===== src/hdl/fsdp_pkg.sv =====
// ---------------------------------------------------------------------------
// fsdp_pkg
// Shared types and constants of the format stream decimal printer.
// ---------------------------------------------------------------------------
package fsdp_pkg;

    localparam int CHAR_W     = 8;
    localparam int VAL_W      = 32;
    localparam int CNT_W      = 32;
    localparam int NDIGITS    = 10;
    localparam int DIGIT_W    = 4;
    localparam int IDX_W      = 4;
    localparam int BCD_W      = NDIGITS * DIGIT_W;
    localparam int CONV_STEPS = VAL_W;
    localparam int STEP_W     = 5;

    localparam logic [CHAR_W-1:0] CH_PERCENT = 8'h25;
    localparam logic [CHAR_W-1:0] CH_D       = 8'h64;
    localparam logic [CHAR_W-1:0] CH_ZERO    = 8'h30;
    localparam logic [CHAR_W-1:0] CH_MINUS   = 8'h2D;

    // Commands from the controller to the datapath
    typedef struct packed {
        logic capture;     // latch the accepted input transaction
        logic conv_init;   // load magnitude, clear BCD, point at top digit
        logic conv_step;   // one double-dabble shift
        logic idx_dec;     // step digit pointer down
        logic load_char;   // echo the plain character
        logic load_err;    // error result with the offending character
        logic load_minus;  // minus sign
        logic load_digit;  // digit under the pointer
    } cmd_t;

    // Status from the datapath to the controller
    typedef struct packed {
        logic ch_is_percent;
        logic ch_is_d;
        logic neg;
        logic lead_zero;   // digit under pointer is a leading zero
        logic idx_zero;    // pointer at the units digit
        logic out_free;    // output register can take a result this cycle
    } status_t;

endpackage


===== src/hdl/fsdp_datapath.sv =====
// ---------------------------------------------------------------------------
// fsdp_datapath
// Input capture, binary-to-BCD converter, character count and output register.
// ---------------------------------------------------------------------------
module fsdp_datapath (
    input  logic                         clk,
    input  logic                         rst_n,
    input  fsdp_pkg::cmd_t               cmd,
    output fsdp_pkg::status_t            status,
    input  logic [fsdp_pkg::CHAR_W-1:0]  in_ch,
    input  logic [fsdp_pkg::VAL_W-1:0]   in_value,
    output logic                         out_valid,
    input  logic                         out_ready,
    output logic [fsdp_pkg::CHAR_W-1:0]  out_char,
    output logic                         out_last,
    output logic                         out_error,
    output logic [fsdp_pkg::CNT_W-1:0]   out_count
);
    import fsdp_pkg::*;

    logic [CHAR_W-1:0]                 ch_reg;
    logic [VAL_W-1:0]                  value_reg;
    logic                              neg_reg;
    logic [VAL_W-1:0]                  bin_reg;
    logic [NDIGITS-1:0][DIGIT_W-1:0]   bcd_reg;
    logic [IDX_W-1:0]                  idx_reg;
    logic [CNT_W-1:0]                  count_reg;
    logic [CNT_W-1:0]                  count_next;

    logic                              out_valid_reg;
    logic [CHAR_W-1:0]                 out_char_reg;
    logic                              out_last_reg;
    logic                              out_error_reg;
    logic [CNT_W-1:0]                  out_count_reg;

    logic [NDIGITS-1:0][DIGIT_W-1:0]   bcd_adj;
    logic [BCD_W-1:0]                  bcd_flat;
    logic [DIGIT_W-1:0]                cur_digit;
    logic                              load_any;

    // add 3 to every digit of five or more before the shift
    always_comb
    begin
        for (int i = 0; i < NDIGITS; i++)
        begin
            bcd_adj[i] = (bcd_reg[i] >= DIGIT_W'(5)) ? bcd_reg[i] + DIGIT_W'(3) : bcd_reg[i];
        end
        bcd_flat = bcd_adj;
    end

    assign cur_digit  = bcd_reg[idx_reg];
    assign count_next = (count_reg == {CNT_W{1'b1}}) ? count_reg : count_reg + CNT_W'(1);
    assign load_any   = cmd.load_char | cmd.load_err | cmd.load_minus | cmd.load_digit;

    always_ff @(posedge clk)
    begin
        if (cmd.capture)
        begin
            ch_reg    <= in_ch;
            value_reg <= in_value;
        end
        if (cmd.conv_init)
        begin
            neg_reg <= value_reg[VAL_W-1];
            bin_reg <= value_reg[VAL_W-1] ? (VAL_W'(0) - value_reg) : value_reg;
            bcd_reg <= '0;
            idx_reg <= IDX_W'(NDIGITS - 1);
        end
        else
        begin
            if (cmd.conv_step)
            begin
                bcd_reg <= {bcd_flat[BCD_W-2:0], bin_reg[VAL_W-1]};
                bin_reg <= {bin_reg[VAL_W-2:0], 1'b0};
            end
            if (cmd.idx_dec)
            begin
                idx_reg <= idx_reg - IDX_W'(1);
            end
        end
        if (cmd.load_char)
        begin
            out_char_reg  <= ch_reg;
            out_last_reg  <= 1'b1;
            out_error_reg <= 1'b0;
            out_count_reg <= count_next;
        end
        else if (cmd.load_err)
        begin
            out_char_reg  <= ch_reg;
            out_last_reg  <= 1'b1;
            out_error_reg <= 1'b1;
            out_count_reg <= count_reg;
        end
        else if (cmd.load_minus)
        begin
            out_char_reg  <= CH_MINUS;
            out_last_reg  <= 1'b0;
            out_error_reg <= 1'b0;
            out_count_reg <= count_next;
        end
        else if (cmd.load_digit)
        begin
            out_char_reg  <= CH_ZERO + {{(CHAR_W-DIGIT_W){1'b0}}, cur_digit};
            out_last_reg  <= (idx_reg == '0);
            out_error_reg <= 1'b0;
            out_count_reg <= count_next;
        end
    end

    always_ff @(posedge clk or negedge rst_n)
    begin
        if (!rst_n)
        begin
            count_reg     <= '0;
            out_valid_reg <= 1'b0;
        end
        else
        begin
            if (cmd.load_char | cmd.load_minus | cmd.load_digit)
            begin
                count_reg <= count_next;
            end
            if (load_any)
            begin
                out_valid_reg <= 1'b1;
            end
            else if (out_ready)
            begin
                out_valid_reg <= 1'b0;
            end
        end
    end

    assign status.ch_is_percent = (ch_reg == CH_PERCENT);
    assign status.ch_is_d       = (ch_reg == CH_D);
    assign status.neg           = neg_reg;
    assign status.lead_zero     = (idx_reg != '0) && (cur_digit == '0);
    assign status.idx_zero      = (idx_reg == '0);
    assign status.out_free      = !out_valid_reg || out_ready;

    assign out_valid = out_valid_reg;
    assign out_char  = out_char_reg;
    assign out_last  = out_last_reg;
    assign out_error = out_error_reg;
    assign out_count = out_count_reg;

endmodule


===== src/hdl/fsdp_ctrl.sv =====
// ---------------------------------------------------------------------------
// fsdp_ctrl
// Controller state machine: decode, conversion sequencing, emission, halt.
// ---------------------------------------------------------------------------
module fsdp_ctrl (
    input  logic               clk,
    input  logic               rst_n,
    input  logic               in_valid,
    output logic               in_ready,
    input  fsdp_pkg::status_t  status,
    output fsdp_pkg::cmd_t     cmd
);
    import fsdp_pkg::*;

    typedef enum logic [2:0] {
        ST_IDLE,
        ST_DECODE,
        ST_CONV,
        ST_SKIP,
        ST_SIGN,
        ST_DIGIT,
        ST_HALT
    } state_t;

    state_t             state_reg, state_next;
    logic               pending_reg, pending_next;
    logic [STEP_W-1:0]  step_reg, step_next;

    always_comb
    begin
        state_next   = state_reg;
        pending_next = pending_reg;
        step_next    = step_reg;
        cmd          = '0;
        unique case (state_reg)
            ST_IDLE:
            begin
                if (in_valid)
                begin
                    cmd.capture = 1'b1;
                    state_next  = ST_DECODE;
                end
            end
            ST_DECODE:
            begin
                if (!pending_reg)
                begin
                    if (status.ch_is_percent)
                    begin
                        pending_next = 1'b1;
                        state_next   = ST_IDLE;
                    end
                    else if (status.out_free)
                    begin
                        cmd.load_char = 1'b1;
                        state_next    = ST_IDLE;
                    end
                end
                else if (status.ch_is_d)
                begin
                    cmd.conv_init = 1'b1;
                    pending_next  = 1'b0;
                    step_next     = '0;
                    state_next    = ST_CONV;
                end
                else if (status.out_free)
                begin
                    cmd.load_err = 1'b1;
                    pending_next = 1'b0;
                    state_next   = ST_HALT;
                end
            end
            ST_CONV:
            begin
                cmd.conv_step = 1'b1;
                step_next     = step_reg + STEP_W'(1);
                if (step_reg == STEP_W'(CONV_STEPS - 1))
                begin
                    state_next = ST_SKIP;
                end
            end
            ST_SKIP:
            begin
                if (status.lead_zero)
                begin
                    cmd.idx_dec = 1'b1;
                end
                else if (status.neg)
                begin
                    state_next = ST_SIGN;
                end
                else
                begin
                    state_next = ST_DIGIT;
                end
            end
            ST_SIGN:
            begin
                if (status.out_free)
                begin
                    cmd.load_minus = 1'b1;
                    state_next     = ST_DIGIT;
                end
            end
            ST_DIGIT:
            begin
                if (status.out_free)
                begin
                    cmd.load_digit = 1'b1;
                    if (status.idx_zero)
                    begin
                        state_next = ST_IDLE;
                    end
                    else
                    begin
                        cmd.idx_dec = 1'b1;
                    end
                end
            end
            ST_HALT:
            begin
                state_next = ST_HALT;
            end
            default:
            begin
                state_next = ST_IDLE;
            end
        endcase
    end

    always_ff @(posedge clk or negedge rst_n)
    begin
        if (!rst_n)
        begin
            state_reg   <= ST_IDLE;
            pending_reg <= 1'b0;
            step_reg    <= '0;
        end
        else
        begin
            state_reg   <= state_next;
            pending_reg <= pending_next;
            step_reg    <= step_next;
        end
    end

    // drop every transaction once halted
    assign in_ready = (state_reg == ST_IDLE) || (state_reg == ST_HALT);

endmodule


===== src/hdl/format_stream_decimal_printer.sv =====
// ---------------------------------------------------------------------------
// format_stream_decimal_printer
// Format-character stream in, ASCII character stream with running count out.
// ---------------------------------------------------------------------------
// Usage:
//   Slave stream s_axis: one transaction per format character with its
//   argument. Plain characters are echoed; '%' arms a conversion and emits
//   nothing; 'd' after '%' prints the signed argument in decimal; any other
//   character after '%' gives one error result (tuser high) and halts the block.
//   Master stream m_axis: one transaction per character, tlast on the final
//   character caused by an input transaction, count saturating at all ones.
//   Sequence: after acceptance the block decodes the character, and a plain
//   or '%' character then returns it to idle; a plain character waits in
//   decode until the output register is free and is loaded into it then.
//   A %d conversion decodes, shifts all 32 bits of the magnitude through
//   the BCD converter, scans past suppressed leading zeros and then emits
//   the optional minus sign and the digits, each once the output register
//   is free. The converter is a bit-serial double-dabble loop and every
//   character passes through the single output register.
//   Reset clears the pending '%', the halt and the count.
//   A stalled receiver holds the output register; the controller waits
//   before loading the next character, and a new input transaction can be
//   accepted while a finished result still waits.
// ---------------------------------------------------------------------------
module format_stream_decimal_printer (
    input  logic        clk,
    input  logic        rst_n,
    input  logic        s_axis_tvalid,
    output logic        s_axis_tready,
    input  logic [39:0] s_axis_tdata,   // [7:0] ch, [39:8] value
    output logic        m_axis_tvalid,
    input  logic        m_axis_tready,
    output logic [39:0] m_axis_tdata,   // [7:0] char_out, [39:8] count
    output logic        m_axis_tlast,
    output logic        m_axis_tuser    // [0] error
);
    import fsdp_pkg::*;

    cmd_t               cmd;
    status_t            status;
    logic [CHAR_W-1:0]  out_char;
    logic [CNT_W-1:0]   out_count;

    // Sequence decode, conversion and emission
    fsdp_ctrl u_ctrl (
        .clk      (clk),
        .rst_n    (rst_n),
        .in_valid (s_axis_tvalid),
        .in_ready (s_axis_tready),
        .status   (status),
        .cmd      (cmd)
    );

    // Hold the transaction, convert it and present results
    fsdp_datapath u_datapath (
        .clk       (clk),
        .rst_n     (rst_n),
        .cmd       (cmd),
        .status    (status),
        .in_ch     (s_axis_tdata[CHAR_W-1:0]),
        .in_value  (s_axis_tdata[CHAR_W+VAL_W-1:CHAR_W]),
        .out_valid (m_axis_tvalid),
        .out_ready (m_axis_tready),
        .out_char  (out_char),
        .out_last  (m_axis_tlast),
        .out_error (m_axis_tuser),
        .out_count (out_count)
    );

    assign m_axis_tdata = {out_count, out_char};

endmodule


===== config.mk =====
export PLATFORM = sky130hd
export DESIGN_NAME = format_stream_decimal_printer
export DESIGN_NICKNAME = d
export VERILOG_FILES = /design/src/hdl/fsdp_pkg.sv /design/src/hdl/fsdp_datapath.sv /design/src/hdl/fsdp_ctrl.sv /design/src/hdl/format_stream_decimal_printer.sv
export SDC_FILE = /design/constraint.sdc
export NUM_CORES = 1
export LEC_CHECK = 0
export BUFFER_PORTS_ARGS = -buffer_cell sky130_fd_sc_hd__buf_2
export CAP_MARGIN = 20
export CORE_MARGIN = 5
export CORE_UTILIZATION = 50
export CTS_CLUSTER_SIZE = 20
export DETAILED_ROUTE_END_ITERATION = 16
export MAX_ROUTING_LAYER = met4
export PLACE_DENSITY = 0.75
export SLEW_MARGIN = 20
export SYNTH_ARGS = -nofsm -noshare
export SYNTH_HDL_FRONTEND = slang
export SYNTH_SLANG_ARGS = --single-unit

===== constraint.sdc =====
create_clock -name clk -period 2.73 [get_ports clk]
set_clock_uncertainty 0.1 [all_clocks]
set_input_delay 0.4095 -clock clk [delete_from_list [all_inputs] [get_ports clk]]
set_output_delay 0.4095 -clock clk [all_outputs]
set_load 0.01 [all_outputs]

# Word level (Yosys, flattened, before mapping)

Index checks and enable logic that the tools add are counted.

Bits in registers: 201
Bits of input ports: 44
Output and inout bits: 44

Reduce and logical (&&, ||, !) cells: 17
Eq/ne operators: 20
$add $sub $neg: 15
Magnitude comparators: 11
Muxes and demuxes: 69
Bitwise gates (word level): 5

Operator list:

| operator              | number |
|---|---|
| $mux 32               | 8 |
| $ge 4x3->1 const B    | 10 |
| $mux 4                | 10 |
| $add 4x2->4 const B   | 9 |
| $mux 3                | 12 |
| $add 32x1->32 const B | 1 |
| $eq 32x32->1 const B  | 1 |
| $mux 8                | 4 |
| $sub 1x32->32 const A | 1 |
| $mux 1                | 28 |
| $pmux 3 s7            | 1 |
| $bmux 4 s4            | 1 |
| $ne 2x2->1 const B    | 6 |
| $mux 5                | 2 |
| $pmux 5 s2            | 1 |
| $eq 3x3->1 const B    | 3 |
| $eq 8x6->1 const B    | 1 |
| $eq 8x7->1 const B    | 1 |
| $logic_not 4->1       | 2 |
| $reduce_and 8->1      | 1 |
| $reduce_bool 2->1     | 4 |
| $reduce_bool 4->1     | 2 |
| $add 6x4->7 const A   | 1 |
| $eq 3x2->1 const B    | 2 |
| 19 further kinds      | 25 |

# Logic depth before layout (Yosys ltp)

Gate-level depths: netlist of run 1.

Depth in word-level cells: 10
Mapped depth: 11
Gate-level depth less buffers: 8

# By module

Synthesis of run 1 repeated with hierarchy kept, for this count alone.

Cell total of the unflattened synthesis: 949
Area, all modules: 10121.0 um2

By module, submodules not included:

| module        | instances | area each (um2) | cells each |
|---|---|---|---|
| fsdp_datapath | 1         | 9499.1          | 872 |
| fsdp_ctrl     | 1         | 621.8           | 77 |

# Worst setup path after synthesis of run 1

Ideal clock, no wire load.

Path kind: reg-to-reg
Start point: register u_datapath.ch_reg[3]
End point: register u_datapath.out_char_reg[0] (netlist: u_datapath.out_char[0]), enable pin
Setup slack: -0.292 ns
Clock period less this slack: 3.022 ns
Buffers on the path: 1
Stages on the path, launching flop included: 7
Arrival: 2.391 ns
Path through: edfxtp_1 nor4b_2 nand2_1 o21ai_0 nand2b_1 buf_1 nand2_1

Cells in the longest elaborated chain, start to end: 5

RTL lines:

| item                                     | RTL line                                   | text |
|---|---|---|
| start: declaration                       | fsdp_datapath.sv:21                        | `logic [CHAR_W-1:0] ch_reg;` |
| start signal: assignment                 | fsdp_datapath.sv:59                        | `ch_reg <= in_ch;` |
| $eq 8x7->1 or $eq 8x6->1 (tied branches) | fsdp_datapath.sv:136, fsdp_datapath.sv:135 |  |
| $mux 1, on equally long branches         | fsdp_ctrl.sv:59, fsdp_ctrl.sv:48           |  |
| $mux 1                                   | fsdp_ctrl.sv:46                            | `if (!pending_reg)` |
| $mux 2 *                                 | fsdp_ctrl.sv:35                            | `unique case (state_reg)` |
| $reduce_bool 4->1 (no line) *            | --                                         |  |
| end signal: assignment                   | fsdp_datapath.sv:83                        | `out_char_reg <= ch_reg;` |
| end signal: assignment                   | fsdp_datapath.sv:90                        | `out_char_reg <= ch_reg;` |
| end signal: assignment                   | fsdp_datapath.sv:104                       | `out_char_reg <= CH_ZERO + {{(CHAR_W-DIGIT_W){1'b0}}, cur_digit};` |
| end: declaration                         | fsdp_datapath.sv:31                        | `logic [CHAR_W-1:0] out_char_reg;` |

Every way passes the cells marked *; elsewhere a longest branch is shown, timed or not.
A chain may end at the register's enable or synchronous reset.

# Final worst setup path of run 1

Start point: register u_datapath.value_reg[8]
End point: register u_datapath.bin_reg[30], data pin

Cells in the longest elaborated chain, start to end: 3

RTL lines:

| item                     | RTL line            | text |
|---|---|---|
| start: declaration       | fsdp_datapath.sv:22 | `logic [VAL_W-1:0] value_reg;` |
| start signal: assignment | fsdp_datapath.sv:60 | `value_reg <= in_value;` |
| $sub 1x32->32            | fsdp_datapath.sv:65 | `bin_reg <= value_reg[VAL_W-1] ? (VAL_W'(0) - value_reg) : value_reg;` |
| $mux 32                  | fsdp_datapath.sv:65 |  |
| $mux 32                  | fsdp_datapath.sv:62 | `if (cmd.conv_init)` |
| end signal: assignment   | fsdp_datapath.sv:65 |  |
| end signal: assignment   | fsdp_datapath.sv:74 | `bin_reg <= {bin_reg[VAL_W-2:0], 1'b0};` |
| end: declaration         | fsdp_datapath.sv:24 | `logic [VAL_W-1:0] bin_reg;` |

No other way between the ends.

==> results of run 1 <==
[path summary, 6_finish.rpt]
check	start	endpoint	slack (ps)	depth (start not counted)
max reg2reg	u_datapath.value_reg[8]$_DFFE_PP_	u_datapath.bin_reg[30]$_DFFE_PP_	170	6
min	s_axis_tdata[0]	u_datapath.ch_reg[0]$_DFFE_PP_	20	1
min in group asynchronous	rst_n	u_datapath.count_reg[8]$_DFFE_PN0P_	330	2
min reg2reg	u_datapath.bin_reg[31]$_DFFE_PP_	u_datapath.bcd_reg[0]$_SDFFE_PP0P_	350	2
max	u_datapath.value_reg[8]$_DFFE_PP_	u_datapath.bin_reg[30]$_DFFE_PP_	170	6
max in group asynchronous	rst_n	u_ctrl.state_reg[1]$_DFFE_PN0P_	1790	2
[cell families (layout without fill, tap and decap cells)]
group,Yosys count,in the layout,synth area share
buf+inv,73,228,0.02982
flops,201,201,0.5373
compound gates,185,185,0.1121
simple gates,365,365,0.1749
mux,19,19,0.02418
xor+xnor,103,103,0.09034
fa+ha+maj,25,25,0.03132
[through the flow]
| step | area (um^2) | util |
|---|---|---|
| floorplan | 9991 | - |
| global placement | 10840 | 0.5532 |
| detailed placement | 10840 | 0.5532 |
| CTS | 11900 | 0.6072 |
| global route | 11910 | 0.6080 |
| finish | 11910 | 0.6080 |
[critical path, cell delays in order, from the launching register on]
cell,delay (ps)
edfxtp_1,440
or3_4,440
or3_4,440
or3_4,400
o41ai_4,210
xor2_1,190
o21ai_1,70
[timing repair]
action,4_1_cts,5_1_grt
setup buffers,0,0
hold endpoints to repair,70,0
hold buffers,37,0
resized for setup,0,2
setup endpoints to repair,0,19
[layout make-up]
cell class                      instances  area, um^2  share of cell area
Sequential cell                       201        5365              0.4505
Multi-Input combinational cell        697        4344              0.3647
Timing Repair Buffer                  156        1061             0.08908
Clock buffer                           29       596.8             0.05011
Tap cell                              265       331.6             0.02784
Inverter                               32       120.1             0.01009
Clock inverter                         11       91.34            0.007669
[metal layers]
layer,GRT usage,vias up
met5,-,-
met4,0.04352,0
met3,0.02723,29
met2,0.3005,197
met1,0.2516,3480
li1,-,3729
[cell usage after synthesis (4+ instances only)]
cell and n:
xnor2_1 31, nand2_1 99, and3_1 4, clkbuf_1 25, dfxtp_1 46, inv_1 32
nor3b_1 7, a31oi_1 6, nor3_1 22, nor2b_1 16, or2_2 5, nand4_1 9
o31ai_1 10, nor2_1 91, o41ai_1 5, buf_1 6, and2_1 4, mux2i_1 14
edfxtp_1 113, o21ai_0 89, nand2b_1 11, nand3_1 67, nor4_1 5, mux4_2 4
or3_1 11, a21oi_1 43, xor2_1 72, buf_2 6, ha_1 25, nand3b_1 4
dfrtp_1 42, o21ai_1 4
[power breakdown]
group / leakage (nW) / switching, mW / internal (mW)
sequential: 1.99 / 0.423 / 4.10
clock: 0.339 / 1.17 / 1.64
combinational: 2.58 / 1.66 / 1.15
total: 4.92 / 3.26 / 6.88
==> qor.csv, run 1 <==
stage,metric,value,unit
status,status,"complete, no violations",
cells_and_area,Layout Cells excl Fill,1391,
timing,"Worst Setup Slack, final",166.6,ps
job,Max-cap violations,0,
timing,period utilisation layout,0.9390,
pwr,pwr dens,851.6,nW/um^2
detailed_routing,max layer used,met4,
detailed_routing,DRC Markers,0,
timing,"Slew Viols, Final",0,
cts,CTS Buf Count,22,
detailed_routing,total length of routed wires,20.82,mm
timing,Tmin final,2563,ps
floorplan,Core Rows,51,
placement,Placed Instances,1314,
synthesis,Yosys cell types,63,
timing,final worst hold slack,24.67,ps
detailed_routing,Routed WL per cell,14.97,um
global_routing,first-pass GRT wire length,34.16,mm
cts,CTS root buffer,clkbuf_16,
cts,Worst-path clk slew,60,ps
synthesis,share of the synthesized area in the top cell type,0.3398,
floorplan,Die W,151.3,um
cells_and_area,Nets,1179,
synthesis,ys async rst share,0.2090,
synthesis,Netlist Area Pre-Place,9986,um^2
worst_hold_path,worst min-delay path category,input port to flip-flop,
pwr,Power Total,10.14,mW
floorplan,starting density of the core,0.5097,
timing,RSZ-0062 raised after global routing,false,
worst_setup_path,WS Path Type,flip-flop to flip-flop,
worst_setup_path,kind of end point of the critical path,flip-flop,
cells_and_area,most frequent cells in the layout,"113 x edfxtp_1, 96 x nand2_1, 91 x nor2_1",
global_routing,initial antenna violation count,0,
timing,Final setup viols,0,
cells_and_area,number of fill cells,1584,
global_routing,gr ovfl total,0,
detailed_routing,drt pass-1 iters,5,
timing,Setup TNS,0,ps
timing,count of final hold-check violations,0,
worst_setup_path,Worst Setup Start Kind,flip-flop,
global_routing,largest net degree at the start of global routing,66,
worst_setup_path,Crit Path Max Fanout,9,
detailed_routing,drt first-iter violations,661,
cts,clk sinks,201,
detailed_routing,vias per cell,5.345,
placement,RD Place Congestion,0.8950,
worst_setup_path,Worst EP arrival,2690,ps
synthesis,leading area contributor after synthesis,edfxtp_1,
cts,htree depth,1,
detailed_routing,met2 WL,9.840,mm
worst_setup_path,critical path data required time,2860,ps
cts,Longest Clk Path Bufs,3,
pwr,P_leak,4.915,nW
floorplan,DIE AREA,22900,um^2
floorplan,Top Ports,88,
detailed_routing,Post-DRT Antenna Nets,0,
synthesis,ys flop type,edfxtp_1,
global_routing,vias in the first global route,7063,
synthesis,register area share after synthesis,0.5373,
global_routing,Total Routing Usage GR,0.1864,
placement,dpl hpwl,13.82,mm
detailed_routing,met3 wire length,1.191,mm
cells_and_area,"commonest non-fill, non-tap cell in the layout",edfxtp_1,
timing,relative slew slack,0.5185,
placement,IO buf count,87,
synthesis,top post-synthesis cells by area,"edfxtp_1 34%, dfrtp_1 11%, dfxtp_1 9.2%",
timing,Fmax achieved,390.1,MHz
cts,clock insertion delay at the later pin of the skew report,510,ps
synthesis,"EDFF count, synth",113,
detailed_routing,DRT met1 WL,9.443,mm
pwr,Peak supply drop,0.5950,mV
cells_and_area,Area Growth Syn to Fin,19.27,%
synthesis,syn nets,1040,
floorplan,Core ar.,19590,um^2
cells_and_area,# diodes,0,
floorplan,Die Height,151.3,um
synthesis,Cells after Synth,971,
cells_and_area,share of post-route cells with drive strength above 1,0.1599,
synthesis,Avg Inst Size Synth,10.28,um^2
synthesis,Synth warnings,0,
detailed_routing,Via Count,7435,
cells_and_area,max reg flops,40,
synthesis,synthesis-stage register bit count,201,
timing,worst-margin pin slew,712.8,ps
cts,TritonCTS clock tree,yes,
placement,pre-CTS setup slack,117.2,ps
No activity file was read; power rests on OpenSTA's default activity.
==> inputs of run 2 (changes only) <==
--- a/config.mk
+++ b/config.mk
@@ -10,3 +10,3 @@
 export CORE_MARGIN = 5
-export CORE_UTILIZATION = 50
+export CORE_UTILIZATION = 35
 export CTS_CLUSTER_SIZE = 20
@@ -14,4 +14,4 @@
 export MAX_ROUTING_LAYER = met4
-export PLACE_DENSITY = 0.75
-export SLEW_MARGIN = 20
+export PLACE_DENSITY = 0.57
+export SLEW_MARGIN = 40
 export SYNTH_ARGS = -nofsm -noshare
==> constraint.sdc (replaced) <==
create_clock -name clk -period 2.73 [get_ports clk]
set_clock_uncertainty 0.1 [all_clocks]
set_input_delay 0.273 -clock clk [delete_from_list [all_inputs] [get_ports clk]]
set_output_delay 0.273 -clock clk [all_outputs]
set_load 0.01 [all_outputs]
==> qor.csv, run 2 (synthesis results as in run 1) <==
stage,metric,value,unit,change
pwr,P_sw,3.341,mW,+2.5%
floorplan,Die W,178.9,um,+18%
cells_and_area,"commonest non-fill, non-tap cell in the layout",edfxtp_1,,
timing,count of final hold-check violations,0,,unchanged
cells_and_area,Nets,1188,,+0.76%
cells_and_area,Area Growth Syn to Fin,21.95,%,
job,Max-cap violations,0,,unchanged
cells_and_area,share of post-route cells with drive strength above 1,0.1612,,+0.001376
worst_setup_path,Worst EP arrival,2730,ps,+40 ps
worst_setup_path,WS Path Type,flip-flop to flip-flop,,
cts,Longest Clk Path Bufs,3,,unchanged
detailed_routing,vias per cell,4.838,,-9.5%
global_routing,largest net degree at the start of global routing,73,,+11%
global_routing,Total Routing Usage GR,0.1424,,-0.04401
cells_and_area,most frequent cells in the layout,"113 x edfxtp_1, 96 x nand2_1, 91 x nor2_1",,
pwr,pwr dens,856.7,nW/um^2,+0.60%
pwr,Power Total,10.43,mW,+2.9%
timing,worst-margin pin slew,740.0,ps,+27.19 ps
floorplan,Core ar.,28010,um^2,+43%
detailed_routing,Post-DRT Antenna Nets,0,,unchanged
detailed_routing,drt first-iter violations,415,,-37%
pwr,sequential fraction of design power,0.433,,-0.013
cts,clock insertion delay at the later pin of the skew report,510,ps,about the same
cts,clk sinks,201,,unchanged
floorplan,starting density of the core,0.3565,,-0.1532
cts,CTS root buffer,clkbuf_16,,
cts,htree depth,1,,unchanged
timing,relative slew slack,0.5001,,-0.01837
detailed_routing,Routed WL per cell,14.44,um,-3.6%
timing,RSZ-0062 raised after global routing,false,,
placement,pre-CTS setup slack,171.0,ps,+53.77 ps
worst_setup_path,critical path data required time,2880,ps,+20 ps
cells_and_area,Layout Cells excl Fill,1514,,+8.8%
worst_setup_path,Crit Path Max Fanout,6,,-3
pwr,internal power,7.092,mW,+3.0%
cts,TritonCTS clock tree,yes,,
pwr,Peak supply drop,0.6353,mV,+6.8%
pwr,P_leak,4.967,nW,+1.0%
global_routing,vias in the first global route,7164,,+1.4%
floorplan,Die Height,178.9,um,+18%
cts,CTS Buf Count,23,,+4.5%
placement,dpl hpwl,15.23,mm,+10%
pwr,Sw Ratio,0.3202,,-0.001150
placement,RD Place Congestion,0.8158,,-8.8%
global_routing,first-pass GRT wire length,36.54,mm,+7.0%
floorplan,DIE AREA,32010,um^2,+40%
worst_setup_path,Worst Setup Start Kind,flip-flop,,
floorplan,Top Ports,88,,unchanged
timing,period utilisation layout,0.9428,,+0.003878
timing,Tmin final,2574,ps,+10.59 ps
timing,"Slew Viols, Final",0,,unchanged
pwr,Combinational Power Share,0.274,,-0.004
timing,Fmax achieved,388.5,MHz,-0.41%
cts,Worst-path clk slew,60,ps,about the same
cells_and_area,"Core Util, Final",0.4348,,-0.1732
pwr,clock share of power,0.293,,+0.016
detailed_routing,Via Count,7324,,-1.5%
worst_hold_path,worst min-delay path category,input port to flip-flop,,
detailed_routing,DRC Markers,0,,unchanged
status,status,"complete, no violations",,
floorplan,Core Rows,61,,+20%
detailed_routing,total length of routed wires,21.86,mm,+5.0%
global_routing,initial antenna violation count,1,,+1
timing,Setup TNS,0,ps,unchanged
timing,"Worst Setup Slack, final",156.0,ps,-10.59 ps
worst_setup_path,kind of end point of the critical path,flip-flop,,
placement,IO buf count,87,,unchanged
detailed_routing,drt pass-1 iters,6,,+1
timing,Final setup viols,0,,unchanged
cells_and_area,max reg flops,40,,unchanged
global_routing,gr ovfl total,0,,unchanged
placement,Placed Instances,1431,,+8.9%
## run 2: routing by layer
| layer | global-route usage | part of all wire | vias up |
|---|---|---|---|
| li1 | - | - | 3741 |
| met1 | 0.1961 | 0.48 | 3426 |
| met2 | 0.2247 | 0.46 | 125 |
| met3 | 0.02235 | 0.045 | 32 |
| met4 | 0.02942 | 0.019 | 0 |
| met5 | - | 0 | - |
## run 2: worst paths after layout
path / startpoint / to / slack (ps) / cells after the start
hold reg to reg: u_datapath.bin_reg[31]$_DFFE_PP_ / u_datapath.bcd_reg[0]$_SDFFE_PP0P_ / 380 / 2
max in group asynchronous: rst_n / u_datapath.count_reg[0]$_DFFE_PN0P_ / 1650 / 3
min in group asynchronous: rst_n / u_datapath.count_reg[24]$_DFFE_PN0P_ / 170 / 2
hold / removal: m_axis_tready / u_datapath.out_valid$_DFFE_PN0P_ / 50 / 4
setup / recovery: u_datapath.value_reg[8]$_DFFE_PP_ / u_datapath.bin_reg[30]$_DFFE_PP_ / 160 / 6
setup reg to reg: u_datapath.value_reg[8]$_DFFE_PP_ / u_datapath.bin_reg[30]$_DFFE_PP_ / 160 / 6
## run 2: area by class of cell
type	count	area [um^2]
inverters	32	120.1
clock buffers	27	600.6
diodes	1	2.502
repair buffers	164	1141
fillers	2707	15830
clock inverters	14	143.9
well taps	378	473.0
multi-input cells	697	4332
flip-flops and latches	201	5365
## run 2: what timing repair did
| item | CTS | global route |
|---|---|---|
| setup buffers | 0 | 0 |
| setup endpoints to repair | 0 | 0 |
| hold buffers | 41 | 0 |
| endpoints found under the hold margin | 59 | 0 |
| gates resized for setup | 0 | 0 |
## run 2: per-stage QoR
step	hold WS (ps)	cell area [um^2]
6_report	54.15	12180
2_1_floorplan	-122.6	9991
3_3_place_gp	163.3	11020
5_1_grt	78.03	12180
3_5_place_dp	167.7	11020
4_1_cts	30.93	12180
## run 2: power groups by stage
stage / combinational [mW] / sequential, mW / clock [mW]
floorplan: 1.68 / 4.63 / 0
global placement: 2.85 / 4.57 / 0
detailed placement: 2.86 / 4.58 / 0
CTS: 2.91 / 4.52 / 3.15
global route: 3.20 / 4.59 / 3.26
finish: 2.86 / 4.51 / 3.06
## run 2: worst max-delay path, stage by stage (launching register included)
cell and delay, ps:
edfxtp_1 420, or3_4 430, or3_1 470, or3_4 420, o41ai_4 230, xor2_1 180
o21ai_1 70
